[src/sv/ltbl_pkg.sv]
// Shared types and constants of the log token bucket limiter.
// Used by the core, the output sequencer, the top level and the checker.
package ltbl_pkg;

    localparam int ONE_TOKEN = 1000;

    localparam int NOW_W   = 32;
    localparam int LEVEL_W = 3;
    localparam int COUNT_W = 32;
    localparam int BURST_W = 11;
    localparam int RATE_W  = 10;
    localparam int CAP_W   = 21;
    localparam int TDATA_W = 40;
    localparam int CFG_IDX_W  = 2;
    localparam int CFG_DATA_W = 11;

    typedef enum logic [2:0] {
        KIND_PASS,
        KIND_DROP,
        KIND_NOTICE,
        KIND_COUNT,
        KIND_FILTER
    } kind_t;

    typedef enum logic [1:0] {
        REG_LEVEL_FLOOR,
        REG_BURST_TOKENS,
        REG_RATE_PER_SECOND
    } reg_idx_t;

    typedef struct packed {
        logic [LEVEL_W-1:0] level_floor;
        logic [BURST_W-1:0] burst_tokens;
        logic [RATE_W-1:0]  rate_per_second;
    } ltbl_cfg_t;

    // Results of one request. A triple bundle expands to notice, count, pass.
    typedef struct packed {
        logic               triple;
        kind_t              kind;
        logic [COUNT_W-1:0] count;
        logic [LEVEL_W-1:0] sev;
    } ltbl_bundle_t;

endpackage

[src/sv/log_token_bucket_limiter_top.sv]
// Top level of the log token bucket limiter: ports, configuration registers
// and input register. Depends on ltbl_pkg, ltbl_core and ltbl_out_seq.
//
// One request is accepted per clock cycle unless the output stalls; it waits in
// the input register, and its results leave from the output register. A request
// that pays for a suppression report yields three results (notice, count, pass)
// and holds the single output port for all three, one result per cycle while
// tready is high, so the sustained rate is one request per cycle for one-result
// requests, else set by the output port. Config writes are taken in every cycle.
module log_token_bucket_limiter_top
    import ltbl_pkg::*;
(
    input  logic                  clk,
    input  logic                  rst_n,
    input  logic                  s_axis_tvalid,
    output logic                  s_axis_tready,
    input  logic [TDATA_W-1:0]    s_axis_tdata,   // now_ms[31:0], level[34:32]
    output logic                  m_axis_tvalid,
    input  logic                  m_axis_tready,
    output logic [TDATA_W-1:0]    m_axis_tdata,   // count[31:0], severity[34:32]
    output logic                  m_axis_tlast,
    output logic [2:0]            m_axis_tuser,   // kind[2:0]
    input  logic                  cfg_valid,
    output logic                  cfg_ready,
    input  logic [CFG_IDX_W-1:0]  cfg_index,
    input  logic [CFG_DATA_W-1:0] cfg_data
);

    ltbl_cfg_t          cfg_reg;
    logic               in_valid_reg;
    logic [NOW_W-1:0]   in_now_reg;
    logic [LEVEL_W-1:0] in_level_reg;
    logic               free;
    logic               load;
    logic               s_fire;
    ltbl_bundle_t       bundle;

    assign cfg_ready     = 1'b1;
    assign load          = in_valid_reg && free;
    assign s_axis_tready = !in_valid_reg || free;
    assign s_fire        = s_axis_tvalid && s_axis_tready;

    always_ff @(posedge clk or negedge rst_n)
    begin
        if (!rst_n)
        begin
            cfg_reg.level_floor     <= LEVEL_W'(1);
            cfg_reg.burst_tokens    <= BURST_W'(10);
            cfg_reg.rate_per_second <= RATE_W'(20);
        end
        else if (cfg_valid && cfg_ready)
        begin
            unique case (cfg_index)
                REG_LEVEL_FLOOR:     cfg_reg.level_floor     <= cfg_data[LEVEL_W-1:0];
                REG_BURST_TOKENS:    cfg_reg.burst_tokens    <= cfg_data[BURST_W-1:0];
                REG_RATE_PER_SECOND: cfg_reg.rate_per_second <= cfg_data[RATE_W-1:0];
                default:             ;
            endcase
        end
    end

    always_ff @(posedge clk or negedge rst_n)
    begin
        if (!rst_n)
            in_valid_reg <= 1'b0;
        else if (s_fire)
            in_valid_reg <= 1'b1;
        else if (load)
            in_valid_reg <= 1'b0;
    end

    always_ff @(posedge clk)
    begin
        if (s_fire)
        begin
            in_now_reg   <= s_axis_tdata[NOW_W-1:0];
            in_level_reg <= s_axis_tdata[NOW_W+LEVEL_W-1:NOW_W];
        end
    end

    ltbl_core u_core (
        .clk    (clk),
        .rst_n  (rst_n),
        .cfg    (cfg_reg),
        .go     (load),
        .now_ms (in_now_reg),
        .level  (in_level_reg),
        .bundle (bundle)
    );

    ltbl_out_seq u_out (
        .clk    (clk),
        .rst_n  (rst_n),
        .load   (load),
        .bundle (bundle),
        .free   (free),
        .tvalid (m_axis_tvalid),
        .tready (m_axis_tready),
        .tdata  (m_axis_tdata),
        .tlast  (m_axis_tlast),
        .tuser  (m_axis_tuser)
    );

endmodule

[src/sv/ltbl_core.sv]
// Bucket state and per-request decision of the log token bucket limiter.
// Depends on ltbl_pkg for the configuration and result bundle types.
module ltbl_core
    import ltbl_pkg::*;
(
    input  logic               clk,
    input  logic               rst_n,
    input  ltbl_cfg_t          cfg,
    input  logic               go,
    input  logic [NOW_W-1:0]   now_ms,
    input  logic [LEVEL_W-1:0] level,
    output ltbl_bundle_t       bundle
);

    logic signed [31:0] tokens_reg, tokens_next;
    logic [NOW_W-1:0]   last_time_reg, last_time_next;
    logic [COUNT_W-1:0] suppressed_reg, suppressed_next;

    logic [CAP_W-1:0]        cap;
    logic [NOW_W-1:0]        elapsed;
    logic [41:0]             prod;
    logic signed [43:0]      sum;
    logic signed [31:0]      refilled;
    logic signed [31:0]      t;
    logic                    filtered;
    logic                    dropped;
    logic                    report;

    always_comb
    begin
        cap      = CAP_W'(cfg.burst_tokens * ONE_TOKEN);
        elapsed  = now_ms - last_time_reg;
        prod     = 42'(elapsed) * 42'(cfg.rate_per_second);
        sum      = $signed({{12{tokens_reg[31]}}, tokens_reg}) + $signed({2'b00, prod});
        if (sum > $signed({23'b0, cap}))
            refilled = $signed({11'b0, cap});
        else
            refilled = sum[31:0];

        filtered = level < cfg.level_floor;

        last_time_next  = last_time_reg;
        tokens_next     = tokens_reg;
        suppressed_next = suppressed_reg;

        // Refill: a first request fills the bucket, zero elapsed time changes nothing.
        if (last_time_reg == '0)
        begin
            t              = $signed({11'b0, cap});
            last_time_next = now_ms;
        end
        else if (elapsed == '0)
        begin
            t = tokens_reg;
        end
        else
        begin
            t              = refilled;
            last_time_next = now_ms;
        end

        dropped = t < 32'sd1000;
        report  = (suppressed_reg != '0) && (t >= 32'sd2000);

        bundle.triple = 1'b0;
        bundle.kind   = KIND_PASS;
        bundle.count  = '0;
        bundle.sev    = level;

        if (filtered)
        begin
            bundle.kind    = KIND_FILTER;
            last_time_next = last_time_reg;
        end
        else if (dropped)
        begin
            bundle.kind = KIND_DROP;
            tokens_next = t;
            if (suppressed_reg != '1)
                suppressed_next = suppressed_reg + 1'b1;
        end
        else if (report)
        begin
            bundle.triple   = 1'b1;
            bundle.count    = suppressed_reg;
            tokens_next     = t - 32'sd3000;
            suppressed_next = '0;
        end
        else
        begin
            tokens_next = t - 32'sd1000;
        end
    end

    always_ff @(posedge clk or negedge rst_n)
    begin
        if (!rst_n)
        begin
            tokens_reg     <= '0;
            last_time_reg  <= '0;
            suppressed_reg <= '0;
        end
        else if (go)
        begin
            tokens_reg     <= tokens_next;
            last_time_reg  <= last_time_next;
            suppressed_reg <= suppressed_next;
        end
    end

endmodule

[src/sv/ltbl_out_seq.sv]
// Result register and sequencer that hands out the results of one request.
// Depends on ltbl_pkg for the result bundle and kind codes.
module ltbl_out_seq
    import ltbl_pkg::*;
(
    input  logic               clk,
    input  logic               rst_n,
    input  logic               load,
    input  ltbl_bundle_t       bundle,
    output logic               free,
    output logic               tvalid,
    input  logic               tready,
    output logic [TDATA_W-1:0] tdata,
    output logic               tlast,
    output logic [2:0]         tuser
);

    logic               valid_reg, valid_next;
    logic [1:0]         idx_reg, idx_next;
    ltbl_bundle_t       hold_reg;
    kind_t              kind_cur;
    logic [COUNT_W-1:0] count_cur;
    logic               fire;

    always_comb
    begin
        if (hold_reg.triple)
        begin
            unique case (idx_reg)
                2'd0:    kind_cur = KIND_NOTICE;
                2'd1:    kind_cur = KIND_COUNT;
                default: kind_cur = KIND_PASS;
            endcase
        end
        else
        begin
            kind_cur = hold_reg.kind;
        end
        count_cur = (kind_cur == KIND_COUNT) ? hold_reg.count : '0;
        tlast     = !hold_reg.triple || (idx_reg == 2'd2);
        tvalid    = valid_reg;
        tuser     = kind_cur;
        tdata     = {5'b0, hold_reg.sev, count_cur};

        fire = valid_reg && tready;
        free = !valid_reg || (fire && tlast);

        valid_next = valid_reg;
        idx_next   = idx_reg;
        if (load)
        begin
            valid_next = 1'b1;
            idx_next   = 2'd0;
        end
        else if (fire)
        begin
            if (tlast)
                valid_next = 1'b0;
            else
                idx_next = idx_reg + 2'd1;
        end
    end

    always_ff @(posedge clk or negedge rst_n)
    begin
        if (!rst_n)
        begin
            valid_reg <= 1'b0;
            idx_reg   <= 2'd0;
        end
        else
        begin
            valid_reg <= valid_next;
            idx_reg   <= idx_next;
        end
    end

    always_ff @(posedge clk)
    begin
        if (load)
            hold_reg <= bundle;
    end

endmodule

[config.mk]
export PLATFORM = sky130hd
export DESIGN_NAME = log_token_bucket_limiter_top
export DESIGN_NICKNAME = d
export VERILOG_FILES = /design/src/sv/ltbl_pkg.sv /design/src/sv/log_token_bucket_limiter_top.sv /design/src/sv/ltbl_core.sv /design/src/sv/ltbl_out_seq.sv
export SDC_FILE = /design/constraint.sdc
export NUM_CORES = 1
export LEC_CHECK = 0
export BUFFER_PORTS_ARGS = -buffer_cell sky130_fd_sc_hd__buf_2
export CAP_MARGIN = 20
export CORE_MARGIN = 8
export CORE_UTILIZATION = 43
export CTS_BUF_LIST = sky130_fd_sc_hd__clkbuf_8
export CTS_CLUSTER_SIZE = 28
export DETAILED_ROUTE_END_ITERATION = 7
export SETUP_SLACK_MARGIN = 0.1
export SLEW_MARGIN = 20
export SYNTH_ARGS = -nofsm -noshare
export SYNTH_HDL_FRONTEND = slang
export SYNTH_HIERARCHICAL = 1
export SYNTH_SLANG_ARGS = --single-unit
[constraint.sdc]
create_clock -name clk -period 17.5 [get_ports clk]
set_input_delay 4.375 -clock clk [delete_from_list [all_inputs] [get_ports clk]]
set_output_delay 4.375 -clock clk [all_outputs]
set_load 0.01 [all_outputs]
==> flow_metrics.py, run 1 <==
metrics = {
    "timing": {
        "drv_slew": 0,
        "skew_ps": 39.8,
        "setup_viol": 0,
        "tns_ps": 0,
        "relSlewSlack_pct": 24.8,
        "max_clock_freq_mhz": 63.2,
        "hold_viol": 0,
        "period_minus_slack_ps": 15830,
        "post-route-period-util_pct": 90.5,
        "rsz0062_at_grt": "false",
        "worst_pin_slew_ps": 1120,
    },
    "synth": {
        "synth.avg_cell_area_sq_um": 9.06,
        "yosys_warnings": 6,
        "ys.flop_type": "dfrtp_1",
        "ys_ff_latch": 198,
        "yosysSeqAreaShare_pct": 20.2,
        "synthArstFlopShare_pct": 62.6,
        "synthDistinctLibCells": 105,
        "syn_inst": 2908,
        "synth_area_sq_mm": 0.0263,
        "synth-edff-count": 74,
    },
    "cells_and_area": {
        "nets": 3487,
        "largest_reg_flops": 36,
        "fin_util_pct": 46.2,
        "drive_above_1_share_pct": 10.2,
        "syn_to_final_growth_pct": 5.97,
        "stdcell_count": 3728,
    },
    "critical_path": {
        "crit_required_ps": 17970,
        "endpoint_kind": "register",
        "arrival_ps": 16300,
        "critPathKind": "reg -> reg",
        "slowest_delay_ps": 880,
        "cpMaxStageDelayCell": "xor2_1",
        "critPathMaxFanout": 23,
        "start_kind": "register",
    },
    "routing": {
        "drt_drc_violations_left": 0,
        "drtIter0Drc": 1058,
        "drt_wl_total_microns": 67300,
        "dr.pass1.iters": 7,
        "vias_per_cell": 5.52,
        "vias": 20572,
        "wl_per_cell_microns": 18.1,
        "detail-route-antenna-nets": 0,
    },
    "clock_network": {
        "post_cts_buffers": 0,
        "cts_tree": "yes",
        "post_cts_resized": 0,
        "clkSinkCount": 198,
        "clockRootBuffer": "clkbuf_8",
        "clkTransAtPathRegs_ps": 140,
        "hold_buffers": 0,
        "insertion_delay_ps": 560,
        "htreeDepth": 4,
        "cts_inserted_buffers": 17,
        "cts_buffer_depth": 2,
    },
    "die": {
        "fp-row-count": 90,
        "die_w_microns": 264,
        "io_pins": 105,
        "die_h_microns": 264,
        "start_util_pct": 43.6,
        "dieArea_sq_mm": 0.0694,
        "core_area_sq_mm": 0.0605,
    },
    "placement": {
        "port_buffers": 93,
        "globalplace.congestion": 0.951,
        "hpwl_microns": 53000,
        "dp.cells": 3694,
    },
    "global_routing": {
        "grt_pass1_wl_microns": 113000,
        "grt_max_degree": 72,
        "grt_pass1_vias": 21561,
        "grtUsageTotal_pct": 19.6,
        "grt_overflow_total": 0,
        "antenna_found_initial": 0,
    },
    "min_path": {
        "hold_path.class": "reg -> reg",
    },
    "run": {
        "maxCapViolations": 0,
    },
    "outcome": {
        "outcome": "complete, no violations",
    },
}
-- worst max-delay path: cells and delay by family, from the launching register on --
kind	cells	cell delay [ps]
compound gates	25	6110
fa+ha+maj	8	3560
simple gates	11	3480
buf+inv	7	1100
xor+xnor	2	1000
flops	1	480
-- kinds of logic (layout without fill, tap and decap cells) --
kind of cell    Yosys count  in the layout  share of synthesized area, %
compound gates          480            480                          12.2
xor+xnor                163            163                          5.42
fa+ha+maj               498            498                          31.5
buf+inv                 476            508                          7.28
flops                   198            198                          20.2
mux                      69             69                          3.17
other cells               3              9                        0.0427
simple gates           1021           1021                          20.2
-- synthesized netlist by cell type (all sizes together), types with 13 or more instances --
cell type  count  area [sq um]
buf           40           282
and2         233          1470
or2           13          81.3
a21o          44           330
nor2b         32           200
dfrtp        119          2980
nor2         157           592
a21oi        125           633
inv          341          1280
ha           224          2800
nand4         35           225
edfxtp        74          2220
o21bai        13           113
and3          26           163
nand3         38           190
fa           274          5490
xnor2        116          1020
nand2b        28           183
nor3          52           265
o21ai        117           597
nand2        305          1150
o21a          21           158
or3           16           100
mux2          56           706
clkbuf        95           357
o31ai         17           133
mux2i         13           130
a31oi         24           165
nor4          39           284
xor2          47           412
-- metal layers --
| metal | track usage (%) | wire length, microns | vias to the layer above |
|---|---|---|---|
| met5 | 0 | 0 | - |
| met4 | 6.41 | 1990 | 0 |
| met3 | 2.88 | 2980 | 107 |
| met2 | 33.7 | 32200 | 489 |
| met1 | 25.2 | 30200 | 10218 |
| li1 | - | - | 9758 |
-- area by class of cell --
class / instances / area (sq um)
clock buffers: 18 / 248
clock inverters: 14 / 133
flip-flops and latches: 198 / 5330
repair buffers: 135 / 787
multi-input cells: 2238 / 19200
well taps: 782 / 978
fillers: 5806 / 32600
diodes: 2 / 5.00
inverters: 341 / 1280
-- placed cells by master (no fill, tap or decap), types with 10 or more instances in the layout --
cell	synthesis	routed
and3_1	26	26
xor2_1	47	46
and2_1	226	224
o21a_1	21	21
nand3b_1	10	10
nand3_1	38	38
a21o_1	44	44
buf_4	17	42
inv_1	340	341
nor3_1	51	51
nand2_1	304	303
or3_1	16	16
mux2_4	20	20
o21ai_0	96	96
nor2b_1	32	32
or2_2	13	13
fa_1	274	274
dfrtp_1	119	119
o21bai_1	11	11
a31oi_1	23	23
a211oi_1	11	11
buf_2	12	92
a32oi_1	12	12
xnor2_1	116	114
edfxtp_1	74	74
clkbuf_8	0	18
mux2_2	35	35
o31ai_1	16	16
mux2i_1	13	12
nand4_1	34	34
ha_1	224	224
or4_1	11	11
nor4_1	34	33
nor2_1	156	156
nand2b_1	27	27
a21oi_1	123	123
o21ai_1	18	18
-- per-stage QoR --
step	worst slack, ps	hold slack [ps]	cell area (sq um)
after floorplan	5120	456	26400
after global placement	2170	443	27500
after detailed placement	1810	452	27500
after CTS	1700	473	27900
after global routing	522	480	27900
final	1670	468	27900
-- final timing paths --
| check | from | endpoint | slack, ps | cells after the start |
|---|---|---|---|---|
| worst max-delay path | u_core/last_time_reg[1]$_DFFE_PN0P_ | u_core/suppressed_reg[16]$_DFFE_PN0P_ | 1670 | 53 |
| worst min-delay path | in_level_reg[2]$_DFFE_PP_ | u_out/tdata[34]$_DFFE_PP_ | 470 | 0 |
| worst max register to register | u_core/last_time_reg[1]$_DFFE_PN0P_ | u_core/suppressed_reg[16]$_DFFE_PN0P_ | 1670 | 53 |
| worst min register to register | in_level_reg[2]$_DFFE_PP_ | u_out/tdata[34]$_DFFE_PP_ | 470 | 0 |
| max in group asynchronous | rst_n | u_core/tokens_reg[22]$_DFFE_PN0P_ | 12350 | 2 |
| min in group asynchronous | rst_n | u_core/suppressed_reg[13]$_DFFE_PN0P_ | 3760 | 1 |
Power of run 1 is left out: the tool's default activity adds up to more than one toggle a clock period on the data nets, which glitch-free logic cannot reach.
==> inputs of run 2 (changes only) <==
CORE_UTILIZATION = 66   (was 43)
PLACE_DENSITY = 0.84   (was default)
==> run 2 against run 1 <==
Effect of this change: maximum frequency increased by 0.28%; worst hold slack got worse by 18 ps; clock skew decreased by 15 ps; first-iteration DRC count increased by 53%; core utilization increased by 23 points; largest cell class unchanged; highest routed layer unchanged.
==> flow_metrics.py, run 2 (same netlist as run 1, synthesis figures left out) <==
metrics = {
    "outcome": {
        "outcome": "complete, no violations",
    },
    "clock_network": {
        "post_cts_buffers": 0,
        "htreeDepth": 4,
        "cts_buffer_depth": 2,
        "insertion_delay_ps": 530,
        "cts_inserted_buffers": 17,
        "clkSinkCount": 198,
        "hold_buffers": 0,
        "post_cts_resized": 0,
        "clkTransAtPathRegs_ps": 110,
        "clockRootBuffer": "clkbuf_8",
        "cts_tree": "yes",
    },
    "global_routing": {
        "antenna_found_initial": 0,
        "grt_use_met2_pct": 48.9,
        "grt_max_degree": 71,
        "grt_overflow_total": 0,
        "grtUsageTotal_pct": 28.5,
        "grt_pass1_vias": 22117,
        "grt_use_met3_pct": 3.69,
        "busiest_layer": "met2",
        "grt_pass1_wl_microns": 110000,
        "use_met1_pct": 36.6,
    },
    "placement": {
        "place_ws_ps": 2020,
        "hpwl_microns": 50100,
        "globalplace.congestion": 0.975,
        "port_buffers": 93,
    },
    "routing": {
        "dr.pass1.iters": 6,
        "vias": 21188,
        "drt_wl_total_microns": 64800,
        "drtIter0Drc": 1618,
        "vias_per_cell": 6.11,
        "wl_per_cell_microns": 18.7,
        "detail-route-antenna-nets": 0,
        "drt_drc_violations_left": 0,
    },
    "min_path": {
        "min_path_cells": 0,
        "holdCritStartpoint": "in_level_reg[0]$_DFFE_PP_",
        "hold_path.class": "reg -> reg",
        "whs_endpoint": "u_out/tdata[32]$_DFFE_PP_",
    },
    "cells_and_area": {
        "layout_commonest_cell": "inv_1",
        "drive_above_1_share_pct": 10.0,
        "syn_to_final_growth_pct": 4.58,
        "fin_util_pct": 69.7,
        "largest_reg_flops": 36,
        "nets": 3483,
        "mostFrequentLayoutCells": "341 x inv_1, 303 x nand2_1, 274 x fa_1, 224 x and2_1, 224 x ha_1",
    },
    "timing": {
        "worst_pin_slew_ps": 1140,
        "skew_ps": 24.8,
        "relSlewSlack_pct": 23.7,
        "hold_viol": 0,
        "worst_slack_ps": 1720,
        "period_minus_slack_ps": 15780,
        "max_clock_freq_mhz": 63.4,
        "setup_viol": 0,
        "post-route-period-util_pct": 90.2,
        "drv_slew": 0,
        "tns_ps": 0,
        "rsz0062_at_grt": "false",
    },
    "critical_path": {
        "r2r-end": "u_core/suppressed_reg[7]$_DFFE_PN0P_",
        "start_kind": "register",
        "cpMostUsedCell": "fa_1",
        "arrival_ps": 16190,
        "slowest_delay_ps": 830,
        "reg2reg_from": "u_core/last_time_reg[0]$_DFFE_PN0P_",
        "critPathKind": "reg -> reg",
        "crit_required_ps": 17910,
        "r2r_cells": 54,
        "critPathMaxFanout": 23,
        "endpoint_kind": "register",
        "cpMaxStageDelayCell": "xnor2_1",
        "r2r_slack_ps": 1720,
    },
    "die": {
        "dieArea_sq_mm": 0.0466,
        "start_util_pct": 66.6,
        "fp-row-count": 73,
        "die_w_microns": 216,
        "io_pins": 105,
        "die_h_microns": 216,
        "core_area_sq_mm": 0.0395,
    },
    "run": {
        "maxCapViolations": 0,
    },
}
[run 2: final cells by class]
cell class                 count  area [sq um]
multi-input combinational   2238         19100
tap                          525           657
fill                        3022         12000
clock buffer                  17           234
antenna                        1          2.50
inverter                     341          1280
timing repair buffer         131           753
sequential                   198          5340
clock inverter                15           161
[run 2: critical path, delay by kind of cell, from the launching register on]
kind | cells | cell delay, ps
AND/OR/NAND/NOR | 15 | 4740
AO/OA/AOI/OAI | 19 | 4290
adder cells (fa/ha/maj) | 9 | 3910
buffers and inverters | 8 | 1150
XOR/XNOR | 3 | 1080
flip-flops | 1 | 490
[run 2: how the worst max path moves through the flow]
stage               slack (ps)  cells after the start                              endpoint                                 from
CTS                       1920                     54  u_core/suppressed_reg[7]$_DFFE_PN0P_  u_core/last_time_reg[0]$_DFFE_PN0P_
floorplan                 5120                     58     u_core/tokens_reg[27]$_DFFE_PN0P_  u_core/last_time_reg[0]$_DFFE_PN0P_
detailed placement        2020                     54  u_core/suppressed_reg[7]$_DFFE_PN0P_  u_core/last_time_reg[0]$_DFFE_PN0P_
finish                    1720                     54  u_core/suppressed_reg[7]$_DFFE_PN0P_  u_core/last_time_reg[0]$_DFFE_PN0P_
global route               960                     53  u_core/suppressed_reg[7]$_DFFE_PN0P_  u_core/last_time_reg[0]$_DFFE_PN0P_
global placement          2320                     54  u_core/suppressed_reg[7]$_DFFE_PN0P_  u_core/last_time_reg[0]$_DFFE_PN0P_
[run 2: metrics by stage]
stage | cells | hold slack [ps] | cell area (sq um)
floorplan | 2912 | 456 | 26400
global placement | 3433 | 442 | 27100
global route | 3465 | 473 | 27500
finish | 3466 | 451 | 27600
CTS | 3465 | 450 | 27500
detailed placement | 3433 | 424 | 27100
[run 2: routing by layer]
layer  vias to the layer above  wire length, microns
met1                     10479                 27200
li1                       9762                     -
met4                         0                  2030
met5                         -                     0
met2                       790                 31700
met3                       157                  3900
Power of run 2 is left out for the same reason.
